==> src/rtl/core/cau_pkg.sv <==
`timescale 1ns / 1ps
// ----------------------------------------------------------------------------
// cau_pkg: shared definitions for the calculator arithmetic unit
// Fixed-point format, saturation limits, operation and status codes.
// ----------------------------------------------------------------------------
package cau_pkg;

   // fixed-point format: signed, DATA_W bits, FRACTION_BITS below the point
   localparam int DATA_W        = 32;
   localparam int FRACTION_BITS = 16;
   localparam int EXPONENT_BITS = 16;

   // divider numerator holds |a| shifted up by the fraction bits
   localparam int NUM_W     = DATA_W + FRACTION_BITS;
   localparam int DIV_CNT_W = $clog2(NUM_W);

   localparam logic [DATA_W-1:0] FX_ONE  = DATA_W'(1) << FRACTION_BITS;
   localparam logic [DATA_W-1:0] SAT_MAX = 32'h7fff_ffff;
   localparam logic [DATA_W-1:0] SAT_MIN = 32'h8000_0000;

   // limits of a full-width product after the fraction shift
   localparam logic signed [2*DATA_W-1:0] PROD_MAX = 64'sh0000_0000_7fff_ffff;
   localparam logic signed [2*DATA_W-1:0] PROD_MIN = 64'shffff_ffff_8000_0000;

   // largest exponent the power loop runs
   localparam logic signed [DATA_W-1:0] EXP_LIMIT =
      DATA_W'((64'd1 << EXPONENT_BITS) - 64'd1);

   // operation selector
   typedef enum logic [2:0] {
      ACT_ADD  = 3'd0,
      ACT_SUB  = 3'd1,
      ACT_MUL  = 3'd2,
      ACT_DIV  = 3'd3,
      ACT_POW  = 3'd4,
      ACT_FACT = 3'd5
   } action_type;

   // result status
   typedef enum logic [1:0] {
      ST_OK       = 2'd0,
      ST_DIV_ZERO = 2'd1,
      ST_NEG_FACT = 2'd2,
      ST_BAD_ACT  = 2'd3
   } status_type;

endpackage

==> src/rtl/core/calculator_arithmetic_unit.sv <==
`timescale 1ns / 1ps
// ----------------------------------------------------------------------------
// calculator_arithmetic_unit: fixed-point alu with divide, power, factorial
// Q16.16 add, subtract, multiply and divide with saturation, integer power
// by square-and-multiply and factorial modulo 2^32, on one shared multiplier
// and a radix-2 divider under a small sequencer.
//
//   channel  | dir | tdata (low bit up)                        | tuser
//   ---------+-----+-------------------------------------------+--------------
//   req_     | in  | operand_a, operand_b, count_operand       | action
//   rsp_     | out | value, factorial_value                    | status
//
// one word in flight; req_tready is high only while the sequencer is idle
// add/subtract finish in the start state, multiply in S_MUL then S_WB, and
// divide gives one quotient bit a cycle; power squares per exponent bit and
// multiplies once more per set bit; factorial runs one multiply per step of the running product
// a finished result sits in the output register until taken; the next word
//   is accepted meanwhile, and a result waits in its final state if needed
// reset is synchronous active high and clears the sequencer and rsp_tvalid
// ----------------------------------------------------------------------------
module calculator_arithmetic_unit (
   input  logic        clock,
   input  logic        reset,
   input  logic        req_tvalid,
   output logic        req_tready,
   input  logic [71:0] req_tdata,   // operand_a, operand_b, count_operand
   input  logic [2:0]  req_tuser,   // action
   output logic        rsp_tvalid,
   input  logic        rsp_tready,
   output logic [63:0] rsp_tdata,   // value, factorial_value
   output logic [1:0]  rsp_tuser    // status
);

   typedef enum logic [2:0] {
      S_IDLE,
      S_START,
      S_MUL,
      S_WB,
      S_PSTEP,
      S_FSTEP,
      S_DIV,
      S_DONE
   } state_type;

   // which product the shared multiplier forms
   typedef enum logic [1:0] {
      MS_MUL,
      MS_ACC,
      MS_SQ,
      MS_FACT
   } mul_sel_type;

   localparam int DW = cau_pkg::DATA_W;
   localparam int FB = cau_pkg::FRACTION_BITS;
   localparam int NW = cau_pkg::NUM_W;

   state_type                           state_ff,   state_in;
   mul_sel_type                         mul_sel_ff, mul_sel_in;
   cau_pkg::action_type                 op_ff,      op_in;
   logic signed [DW-1:0]                a_ff,       a_in;
   logic signed [DW-1:0]                b_ff,       b_in;
   logic signed [7:0]                   n_ff,       n_in;
   logic signed [DW-1:0]                acc_ff,     acc_in;
   logic signed [DW-1:0]                sq_ff,      sq_in;
   logic [cau_pkg::EXPONENT_BITS-1:0]   e_ff,       e_in;
   logic [DW-1:0]                       fact_ff,    fact_in;
   logic [7:0]                          idx_ff,     idx_in;
   logic [DW-1:0]                       rem_ff,     rem_in;
   logic [NW-1:0]                       num_ff,     num_in;
   logic [DW-1:0]                       dvs_ff,     dvs_in;
   logic                                neg_ff,     neg_in;
   logic [cau_pkg::DIV_CNT_W-1:0]       cnt_ff,     cnt_in;
   logic signed [2*DW-1:0]              prod_ff,    prod_in;
   logic [DW-1:0]                       val_ff,     val_in;
   cau_pkg::status_type                 stat_ff,    stat_in;
   logic                                rsp_valid_ff, rsp_valid_in;
   logic [63:0]                         rsp_data_ff,  rsp_data_in;
   cau_pkg::status_type                 rsp_user_ff,  rsp_user_in;

   logic                                req_accept;
   logic signed [DW-1:0]                mul_x, mul_y;
   logic signed [2*DW-1:0]              product;
   logic signed [2*DW-1:0]              prod_shift;
   logic [DW-1:0]                       prod_sat;
   logic signed [DW:0]                  sum_wide, dif_wide;
   logic [DW-1:0]                       abs_a, abs_b;
   logic signed [DW-1:0]                e_int;
   logic [DW:0]                         div_shift, div_sub;
   logic                                div_ge;
   logic [DW-1:0]                       div_sat;

   // saturate a sum that grew by one bit
   function automatic logic [DW-1:0] sat_wide(input logic signed [DW:0] v);
      logic [DW-1:0] r;
      if (v[DW] != v[DW-1]) begin
         r = v[DW] ? cau_pkg::SAT_MIN : cau_pkg::SAT_MAX;
      end else begin
         r = v[DW-1:0];
      end
      return r;
   endfunction

   assign req_tready = (state_ff == S_IDLE);
   assign req_accept = req_tvalid && req_tready;
   assign rsp_tvalid = rsp_valid_ff;
   assign rsp_tdata  = rsp_data_ff;
   assign rsp_tuser  = rsp_user_ff;

   // shared multiplier operand select
   always_comb begin
      unique case (mul_sel_ff)
         MS_MUL: begin
            mul_x = a_ff;
            mul_y = b_ff;
         end
         MS_ACC: begin
            mul_x = acc_ff;
            mul_y = sq_ff;
         end
         MS_SQ: begin
            mul_x = sq_ff;
            mul_y = sq_ff;
         end
         MS_FACT: begin
            mul_x = $signed(fact_ff);
            mul_y = $signed(DW'(idx_ff));
         end
         default: begin
            mul_x = a_ff;
            mul_y = b_ff;
         end
      endcase
   end

   assign product = mul_x * mul_y;

   // product back to fixed point: floor shift, then saturate
   assign prod_shift = prod_ff >>> FB;
   always_comb begin
      if (prod_shift > cau_pkg::PROD_MAX) begin
         prod_sat = cau_pkg::SAT_MAX;
      end else if (prod_shift < cau_pkg::PROD_MIN) begin
         prod_sat = cau_pkg::SAT_MIN;
      end else begin
         prod_sat = prod_shift[DW-1:0];
      end
   end

   // add and subtract with one guard bit
   assign sum_wide = {a_ff[DW-1], a_ff} + {b_ff[DW-1], b_ff};
   assign dif_wide = {a_ff[DW-1], a_ff} - {b_ff[DW-1], b_ff};

   // magnitudes for the divider, integer part of the exponent
   assign abs_a = a_ff[DW-1] ? DW'(-a_ff) : DW'(a_ff);
   assign abs_b = b_ff[DW-1] ? DW'(-b_ff) : DW'(b_ff);
   assign e_int = b_ff >>> FB;

   // one restoring divide step
   assign div_shift = {rem_ff, num_ff[NW-1]};
   assign div_ge    = (div_shift >= {1'b0, dvs_ff});
   assign div_sub   = div_shift - {1'b0, dvs_ff};

   // signed, saturated quotient from the magnitude in num_ff
   always_comb begin
      if (neg_ff) begin
         if (num_ff > NW'(cau_pkg::SAT_MIN)) begin
            div_sat = cau_pkg::SAT_MIN;
         end else begin
            div_sat = DW'(-num_ff[DW-1:0]);
         end
      end else begin
         if (num_ff > NW'(cau_pkg::SAT_MAX)) begin
            div_sat = cau_pkg::SAT_MAX;
         end else begin
            div_sat = num_ff[DW-1:0];
         end
      end
   end

   // sequencer next state
   always_comb begin
      state_in     = state_ff;
      mul_sel_in   = mul_sel_ff;
      op_in        = op_ff;
      a_in         = a_ff;
      b_in         = b_ff;
      n_in         = n_ff;
      acc_in       = acc_ff;
      sq_in        = sq_ff;
      e_in         = e_ff;
      fact_in      = fact_ff;
      idx_in       = idx_ff;
      rem_in       = rem_ff;
      num_in       = num_ff;
      dvs_in       = dvs_ff;
      neg_in       = neg_ff;
      cnt_in       = cnt_ff;
      prod_in      = prod_ff;
      val_in       = val_ff;
      stat_in      = stat_ff;
      rsp_valid_in = rsp_valid_ff;
      rsp_data_in  = rsp_data_ff;
      rsp_user_in  = rsp_user_ff;

      // result taken downstream
      if (rsp_valid_ff && rsp_tready) begin
         rsp_valid_in = 1'b0;
      end

      unique case (state_ff)
         S_IDLE: begin
            if (req_accept) begin
               op_in    = cau_pkg::action_type'(req_tuser);
               a_in     = $signed(req_tdata[31:0]);
               b_in     = $signed(req_tdata[63:32]);
               n_in     = $signed(req_tdata[71:64]);
               state_in = S_START;
            end
         end

         S_START: begin
            val_in  = '0;
            fact_in = '0;
            stat_in = cau_pkg::ST_OK;
            unique case (op_ff)
               cau_pkg::ACT_ADD: begin
                  val_in   = sat_wide(sum_wide);
                  state_in = S_DONE;
               end
               cau_pkg::ACT_SUB: begin
                  val_in   = sat_wide(dif_wide);
                  state_in = S_DONE;
               end
               cau_pkg::ACT_MUL: begin
                  mul_sel_in = MS_MUL;
                  state_in   = S_MUL;
               end
               cau_pkg::ACT_DIV: begin
                  if (b_ff == '0) begin
                     stat_in  = cau_pkg::ST_DIV_ZERO;
                     state_in = S_DONE;
                  end else begin
                     rem_in   = '0;
                     num_in   = {abs_a, FB'(0)};
                     dvs_in   = abs_b;
                     neg_in   = a_ff[DW-1] ^ b_ff[DW-1];
                     cnt_in   = '0;
                     state_in = S_DIV;
                  end
               end
               cau_pkg::ACT_POW: begin
                  if (e_int < DW'(1)) begin
                     val_in   = cau_pkg::FX_ONE;
                     state_in = S_DONE;
                  end else begin
                     if (e_int > cau_pkg::EXP_LIMIT) begin
                        e_in = '1;
                     end else begin
                        e_in = e_int[cau_pkg::EXPONENT_BITS-1:0];
                     end
                     acc_in   = cau_pkg::FX_ONE;
                     sq_in    = a_ff;
                     state_in = S_PSTEP;
                  end
               end
               cau_pkg::ACT_FACT: begin
                  if (n_ff[7]) begin
                     stat_in  = cau_pkg::ST_NEG_FACT;
                     state_in = S_DONE;
                  end else begin
                     fact_in  = DW'(1);
                     idx_in   = 8'd1;
                     state_in = S_FSTEP;
                  end
               end
               default: begin
                  stat_in  = cau_pkg::ST_BAD_ACT;
                  state_in = S_DONE;
               end
            endcase
         end

         // multiplier cycle, product registered
         S_MUL: begin
            prod_in  = product;
            state_in = S_WB;
         end

         // write back the registered product
         S_WB: begin
            unique case (mul_sel_ff)
               MS_MUL: begin
                  val_in   = prod_sat;
                  state_in = S_DONE;
               end
               MS_ACC: begin
                  acc_in     = prod_sat;
                  mul_sel_in = MS_SQ;
                  state_in   = S_MUL;
               end
               MS_SQ: begin
                  sq_in    = prod_sat;
                  e_in     = e_ff >> 1;
                  state_in = S_PSTEP;
               end
               MS_FACT: begin
                  fact_in  = prod_ff[DW-1:0];
                  idx_in   = idx_ff + 8'd1;
                  state_in = S_FSTEP;
               end
               default: begin
                  state_in = S_DONE;
               end
            endcase
         end

         // next exponent bit, stop once no set bits remain
         S_PSTEP: begin
            if (e_ff == '0) begin
               val_in   = acc_ff;
               state_in = S_DONE;
            end else begin
               mul_sel_in = e_ff[0] ? MS_ACC : MS_SQ;
               state_in   = S_MUL;
            end
         end

         // next factor of the running product
         S_FSTEP: begin
            if (idx_ff > 8'(n_ff)) begin
               state_in = S_DONE;
            end else begin
               mul_sel_in = MS_FACT;
               state_in   = S_MUL;
            end
         end

         // one quotient bit per cycle
         S_DIV: begin
            rem_in = div_ge ? div_sub[DW-1:0] : div_shift[DW-1:0];
            num_in = {num_ff[NW-2:0], div_ge};
            cnt_in = cnt_ff + 1'b1;
            if (cnt_ff == cau_pkg::DIV_CNT_W'(NW - 1)) begin
               state_in = S_DONE;
            end
         end

         // load the output register once it is free
         S_DONE: begin
            if (!rsp_valid_ff || rsp_tready) begin
               if (op_ff == cau_pkg::ACT_DIV && stat_ff == cau_pkg::ST_OK) begin
                  rsp_data_in = {fact_ff, div_sat};
               end else begin
                  rsp_data_in = {fact_ff, val_ff};
               end
               rsp_user_in  = stat_ff;
               rsp_valid_in = 1'b1;
               state_in     = S_IDLE;
            end
         end

         default: begin
            state_in = S_IDLE;
         end
      endcase
   end

   // state and registered outputs
   always_ff @(posedge clock) begin
      if (reset) begin
         state_ff     <= S_IDLE;
         mul_sel_ff   <= MS_MUL;
         rsp_valid_ff <= 1'b0;
      end else begin
         state_ff     <= state_in;
         mul_sel_ff   <= mul_sel_in;
         rsp_valid_ff <= rsp_valid_in;
      end
      op_ff       <= op_in;
      a_ff        <= a_in;
      b_ff        <= b_in;
      n_ff        <= n_in;
      acc_ff      <= acc_in;
      sq_ff       <= sq_in;
      e_ff        <= e_in;
      fact_ff     <= fact_in;
      idx_ff      <= idx_in;
      rem_ff      <= rem_in;
      num_ff      <= num_in;
      dvs_ff      <= dvs_in;
      neg_ff      <= neg_in;
      cnt_ff      <= cnt_in;
      prod_ff     <= prod_in;
      val_ff      <= val_in;
      stat_ff     <= stat_in;
      rsp_data_ff <= rsp_data_in;
      rsp_user_ff <= rsp_user_in;
   end

   // an accepted word always starts the sequencer
   assert property (@(posedge clock) disable iff (reset)
      req_accept |=> state_ff == S_START)
      else $error("accepted word did not start the sequencer");

   // divider remainder stays below the divisor
   assert property (@(posedge clock) disable iff (reset)
      state_ff == S_DIV |-> rem_ff < dvs_ff)
      else $error("divider remainder not below divisor");

   // factorial index never passes n + 1
   assert property (@(posedge clock) disable iff (reset)
      state_ff == S_FSTEP |-> idx_ff <= 8'(n_ff) + 8'd1)
      else $error("factorial index overran");

   // error results carry zero data
   assert property (@(posedge clock) disable iff (reset)
      rsp_valid_ff && rsp_user_ff != cau_pkg::ST_OK |-> rsp_data_ff == '0)
      else $error("error result with nonzero data");

   // a new result only comes from the final state
   assert property (@(posedge clock) disable iff (reset)
      $rose(rsp_valid_ff) |-> $past(state_ff) == S_DONE)
      else $error("result raised outside the final state");

endmodule

==> config.mk <==
export PLATFORM = sky130hd
export DESIGN_NAME = calculator_arithmetic_unit
export DESIGN_NICKNAME = d
export VERILOG_FILES = /design/src/rtl/core/cau_pkg.sv /design/src/rtl/core/calculator_arithmetic_unit.sv
export SDC_FILE = /design/constraint.sdc
export NUM_CORES = 2
export LEC_CHECK = 0
export BUFFER_PORTS_ARGS = -buffer_cell sky130_fd_sc_hd__buf_2
export CAP_MARGIN = 40
export CORE_MARGIN = 1
export CORE_UTILIZATION = 65
export CTS_BUF_LIST = sky130_fd_sc_hd__clkbuf_4
export DETAILED_ROUTE_END_ITERATION = 8
export MAX_ROUTING_LAYER = met4
export PLACE_DENSITY = 0.82
export SYNTH_ARGS = -nofsm -noshare
export SYNTH_HDL_FRONTEND = slang
export SYNTH_SLANG_ARGS = --single-unit
==> constraint.sdc <==
create_clock -name clock -period 15.7 [get_ports clock]
set_input_delay 3.14 -clock clock [delete_from_list [all_inputs] [get_ports clock]]
set_output_delay 3.14 -clock clock [all_outputs]
set_load 0.01 [all_outputs]
# After elaboration in Yosys (flattened, before gate mapping)

Index checks and enable logic that the tools add are counted.

Register bits after elaboration: 484
Output and inout port bits: 68
Word-level logic and storage cells: 178

$add $sub $neg: 8
Multipliers: 1
Order comparisons: 8
Eq/ne operators: 35
Multiplexer cells: 73
Bitwise gates (word level): 2
Reductions and logical operators: 28

Operator list:

| cell                 | number |
|---|---|
| $mux 32              | 23 |
| $pmux 32 s3          | 3 |
| $pmux 32 s2          | 4 |
| $pmux 32 s4          | 1 |
| $gt 48x32->1 const B | 2 |
| $mux 48              | 2 |
| $neg 32->32          | 3 |
| $pmux 48 s2          | 1 |
| $mul 32x32->64       | 1 |
| $mux 16              | 4 |
| $gt 48x31->1 const B | 1 |
| $lt 48x32->1 const B | 1 |
| $add 32x32->33       | 1 |
| $ge 33x32->1         | 1 |
| $sub 32x32->33       | 1 |
| $logic_not 32->1     | 1 |
| $pmux 16 s2          | 1 |
| $sub 32x32->32       | 1 |
| $mux 31              | 1 |
| $ne 2x2->1 const B   | 14 |
| $mux 8               | 3 |
| $pmux 3 s4           | 2 |
| $pmux 3 s8           | 1 |
| $eq 3x3->1 const B   | 6 |
| 38 further kinds     | 76 |

# Longest topological paths before layout

Word-level depth: 5
Depth in mapped cells: 37

# Least setup slack after synthesis

No wires, ideal clock.

Path kind: reg2reg
From: reg mul_sel_ff[1]
To: reg prod_ff[60], data pin
Library setup time: 259 ps
Data arrival time: 8930 ps
Setup slack: 6511 ps
Cell stages (with the launch flop): 32
Clock period less this slack: 9189 ps
Path through: dfxtp_1 > inv_1 > ha_1 > clkbuf_1 > clkbuf_1 > clkbuf_1 > mux2i_1 > clkbuf_1 > nor2_1 > fa_1 > fa_1 > fa_1 > inv_1 > fa_1 > inv_1 > fa_1 > fa_1 > fa_1 > inv_1 > fa_1 > inv_1 > ha_1 > nand2_1 > or4_1 > a211oi_1 > a21o_1 > nand3_1 > o31ai_2 > a41oi_1 > o31ai_2 > nor4b_1 > a211o_1

Word-level cells in the longest chain between the ends: 4
Elaborated cells on any way between the ends: 8
Those cells by class: mul: 1; eq/ne: 3; mux: 2; reduce/logical: 2

Ends and longest elaborated chain:

| item                                     | RTL line                          | text |
|---|---|---|
| start: declaration                       | calculator_arithmetic_unit.sv:58  | `mul_sel_type mul_sel_ff, mul_sel_in;` |
| start signal: assignment                 | calculator_arithmetic_unit.sv:376 | `mul_sel_ff <= mul_sel_in;` |
| $eq 2x2->1 or $eq 2x1->1 (tied branches) | calculator_arithmetic_unit.sv:111 | `unique case (mul_sel_ff)` |
| $reduce_or 2->1 (no line)                | -                                 |  |
| $pmux 32 s3                              | calculator_arithmetic_unit.sv:111 |  |
| $mul 32x32->64 *                         | calculator_arithmetic_unit.sv:135 | `assign product = mul_x * mul_y;` |
| named net product[60]                    | calculator_arithmetic_unit.sv:82  | `logic signed [2*DW-1:0] product;` |
| end signal: assignment                   | calculator_arithmetic_unit.sv:393 | `prod_ff <= prod_in;` |
| end: declaration                         | calculator_arithmetic_unit.sv:73  | `logic signed [2*DW-1:0] prod_ff, prod_in;` |

Mark *: on every way through the listed nets, which the timed path passes. The rest lies on a longest branch.
A chain may end at the register's enable or synchronous reset.

# Final worst setup path

From: reg mul_sel_ff[0]
To: reg prod_ff[60], data pin

Same word-level chain as after synthesis.

==> qor.txt <==
Run status: complete, no violations
Cell type of the slowest stage on the worst timing path: sky130_fd_sc_hd__a22oi_1
RSZ-0062 raised after global routing: false
GRT Resource Usage Total: 0.468
Vias: 50200
DP HPWL: 165 mm
Number of filler instances in the final layout: 7045
Worst Path Required: 16.42 ns
Main synth FF type: sky130_fd_sc_hd__edfxtp_1
Number of clock buffers inserted by TritonCTS: 118
Routed Wire Length: 217 mm
Die H: 311 um
Count of routing violations after the opening detailed-route iteration: 7006
Largest net degree at the start of global routing: 85
Die width: 311 um
Fraction of the yosys area taken by sequential cells: 0.232
Setup crit start kind: flip-flop
Final hold vios: 0
Critical Path AT: 11.71 ns
Critical-path maximum fanout: 72
Post-route fraction of the period consumed by the critical path: 0.700
Final GP Congestion: 1.12
Synthesized area: 62300 um^2
Clock transition at the register clock pins on the worst setup and hold paths after CTS: 0.07 ns
Number of distinct standard cells referenced by the synthesized netlist: 108
Shortest period the worst path allows: 11.00 ns
H-tree depth: 3
Growth of design area from synthesis to finish: 6.76%
Final setup violating endpoints: 0
Post-CTS Hold Fix Bufs: 0
Number of gates given a new drive strength after cts: 0
Clock latency of the later-clocked register in the worst-skew pair: 1.06 ns
Normalized max-slew margin: 0.341
Worst min path class: flip-flop to flip-flop
Core area: 94900 um^2
Clock sinks: 484
Clock tree from TritonCTS: built
Cell with the most instances on the worst path: sky130_fd_sc_hd__fa_1
Number of DRC violations after detailed routing: 0
Number of buffer and inverter instances along the worst setup path: 8
Sum of negative setup slack: 0 ns
Number of max-cap violations: 0
Syn Inst Count: 6362
Category of cells accounting for the largest share of critical-path delay: adder cells
Ys async rst share: 0
Delay of the slowest cell on the worst path: 0.77 ns
Detailed-router iteration count before antenna repair: 7
Number of antenna violations at the first check in global routing: 8
Kind of capture point of the worst setup path: flip-flop
Clock skew after layout: 0.141 ns
CTS Root Cell: sky130_fd_sc_hd__clkbuf_4
Post-synthesis sequential element count: 484
First-pass GRT wire length: 320 mm
Standard-cell rows: 113
Number of buffers inserted by post-CTS setup repair: 0
Initial core utilization: 0.656
Actual transition at the worst max-transition pin: 0.988 ns
ANT nets after route: 0
Via/cell ratio: 6.42
Class of the most critical setup path: flip-flop to flip-flop
Maximum clock frequency: 0.0909 GHz
Yosys warns: 0
Syn nets: 7827
Max-slew violation count: 0
Die Area: 97000 um^2
Total Nets Final: 7921
Quantity of I/O buffers inserted on ports: 146
Total I/O pin count: 147
Post-synth EDFFs: 478
Average wire per standard cell: 27.7 um
Global route total overflow: 0
Per-instance average area after synthesis: 9.79 um^2
Layout cell share with drive strength beyond 1: 0.0916
Number of global-route vias before repair: 51800
Buffer depth of the longest clock path: 3
-- layout by cell type, fill, tap and decap left out, types with 30 or more instances in the layout --
cell type / count
sky130_fd_sc_hd__inv_1: 1093
sky130_fd_sc_hd__nand3_1: 68
sky130_fd_sc_hd__a22oi_1: 45
sky130_fd_sc_hd__edfxtp_1: 478
sky130_fd_sc_hd__buf_2: 146
sky130_fd_sc_hd__and2_1: 62
sky130_fd_sc_hd__nor4_1: 34
sky130_fd_sc_hd__nor3_1: 36
sky130_fd_sc_hd__nor2_1: 742
sky130_fd_sc_hd__nand2_1: 736
sky130_fd_sc_hd__clkinv_1: 35
sky130_fd_sc_hd__a31oi_1: 31
sky130_fd_sc_hd__mux2_2: 30
sky130_fd_sc_hd__xor2_1: 66
sky130_fd_sc_hd__a21o_1: 119
sky130_fd_sc_hd__o21ai_0: 172
sky130_fd_sc_hd__o21bai_1: 31
sky130_fd_sc_hd__nand2b_1: 39
sky130_fd_sc_hd__o21a_1: 33
sky130_fd_sc_hd__buf_4: 128
sky130_fd_sc_hd__o31ai_1: 30
sky130_fd_sc_hd__mux2i_1: 44
sky130_fd_sc_hd__xnor2_1: 159
sky130_fd_sc_hd__a21oi_1: 194
sky130_fd_sc_hd__clkbuf_4: 164
sky130_fd_sc_hd__ha_1: 299
sky130_fd_sc_hd__fa_1: 1085
-- routing by layer --
| layer | vias to the layer above | share of wire | track usage |
|---|---|---|---|
| li1 | 20500 | - | - |
| met1 | 24800 | 0.33 | 0.544 |
| met2 | 3838 | 0.45 | 0.701 |
| met3 | 1126 | 0.13 | 0.127 |
| met4 | 0 | 0.096 | 0.344 |
| met5 | - | 0 | - |
-- sequential cells by signal (all words and copies together) (netlist names), 3 cells and up --
signal,flops
a_ff,32
acc_ff,32
b_ff,32
cnt_ff,6
dvs_ff,32
e_ff,16
fact_ff,32
idx_ff,8
n_ff,8
num_ff,48
op_ff,3
prod_ff,64
rem_ff,32
rsp_tdata,64
sq_ff,32
state_ff,3
val_ff,32
-- cells in the mapped netlist, drive strengths merged, types with 29 or more instances --
cell    number  area [um^2]
nor2       748         2810
a21oi      206         1050
clkbuf     265         1000
o21a        33          248
ha         301         3770
xnor2      160         1410
nor4        37          253
nand2      737         2770
nor2b       29          189
nand2b      40          250
inv       1094         4110
a31oi       33          228
mux2i       58          581
o21ai      205         1030
xor2        66          578
o21bai      31          233
and2        64          400
edfxtp     478        14400
nor3        39          206
fa        1085        21700
nand3       68          340
a22oi       49          368
mux2        30          338
o31ai       34          284
buf         50          278
a21o       120          902
-- stage by stage --
stage	utilization	cell area, um^2	hold WS (ns)	instances	worst slack (ns)
4_1_cts	0.700	66400	0.503	7812	4.96
3_3_place_gp	0.680	64500	0.473	7581	4.95
3_5_place_dp	0.684	64900	0.492	7600	4.97
2_1_floorplan	-	62300	0.426	6362	6.51
5_1_grt	0.701	66500	0.506	7820	4.40
6_report	0.701	66500	0.511	7822	4.70
-- cell families after synthesis --
family / after synthesis / synth area share
buffers and inverters: 1413 / 0.0868
AND/OR/NAND/NOR: 1886 / 0.131
multiplexers: 88 / 0.0148
flip-flops: 484 / 0.232
AO/OA/AOI/OAI: 878 / 0.0940
XOR/XNOR: 226 / 0.0319
adder cells (fa/ha/maj): 1387 / 0.410
-- area by class of cell --
cell class | count | area [um^2] | share of cell area
antenna | 9 | 22.5 | 0.000339
clock buffer | 164 | 1230 | 0.0185
clock inverter | 48 | 345 | 0.00520
inverter | 1098 | 4120 | 0.0620
multi-input combinational | 4465 | 42700 | 0.642
sequential | 484 | 14500 | 0.218
tap | 1265 | 1580 | 0.0238
timing repair buffer | 289 | 2000 | 0.0300
-- worst paths after layout --
| kind | slack (ns) | from | depth (start not counted) | end |
|---|---|---|---|---|
| worst max-delay path | 4.70 | mul_sel_ff[0] | 31 | prod_ff[60] |
| worst min-delay path | 0.51 | fact_ff[7] | 0 | rsp_tdata[39] |
| worst max register to register | 4.70 | mul_sel_ff[0] | 31 | prod_ff[60] |
| worst min register to register | 0.51 | fact_ff[7] | 0 | rsp_tdata[39] |
Power is left out: the tool's default activity adds up to more than one toggle a clock period on the data nets, which glitch-free logic cannot reach.
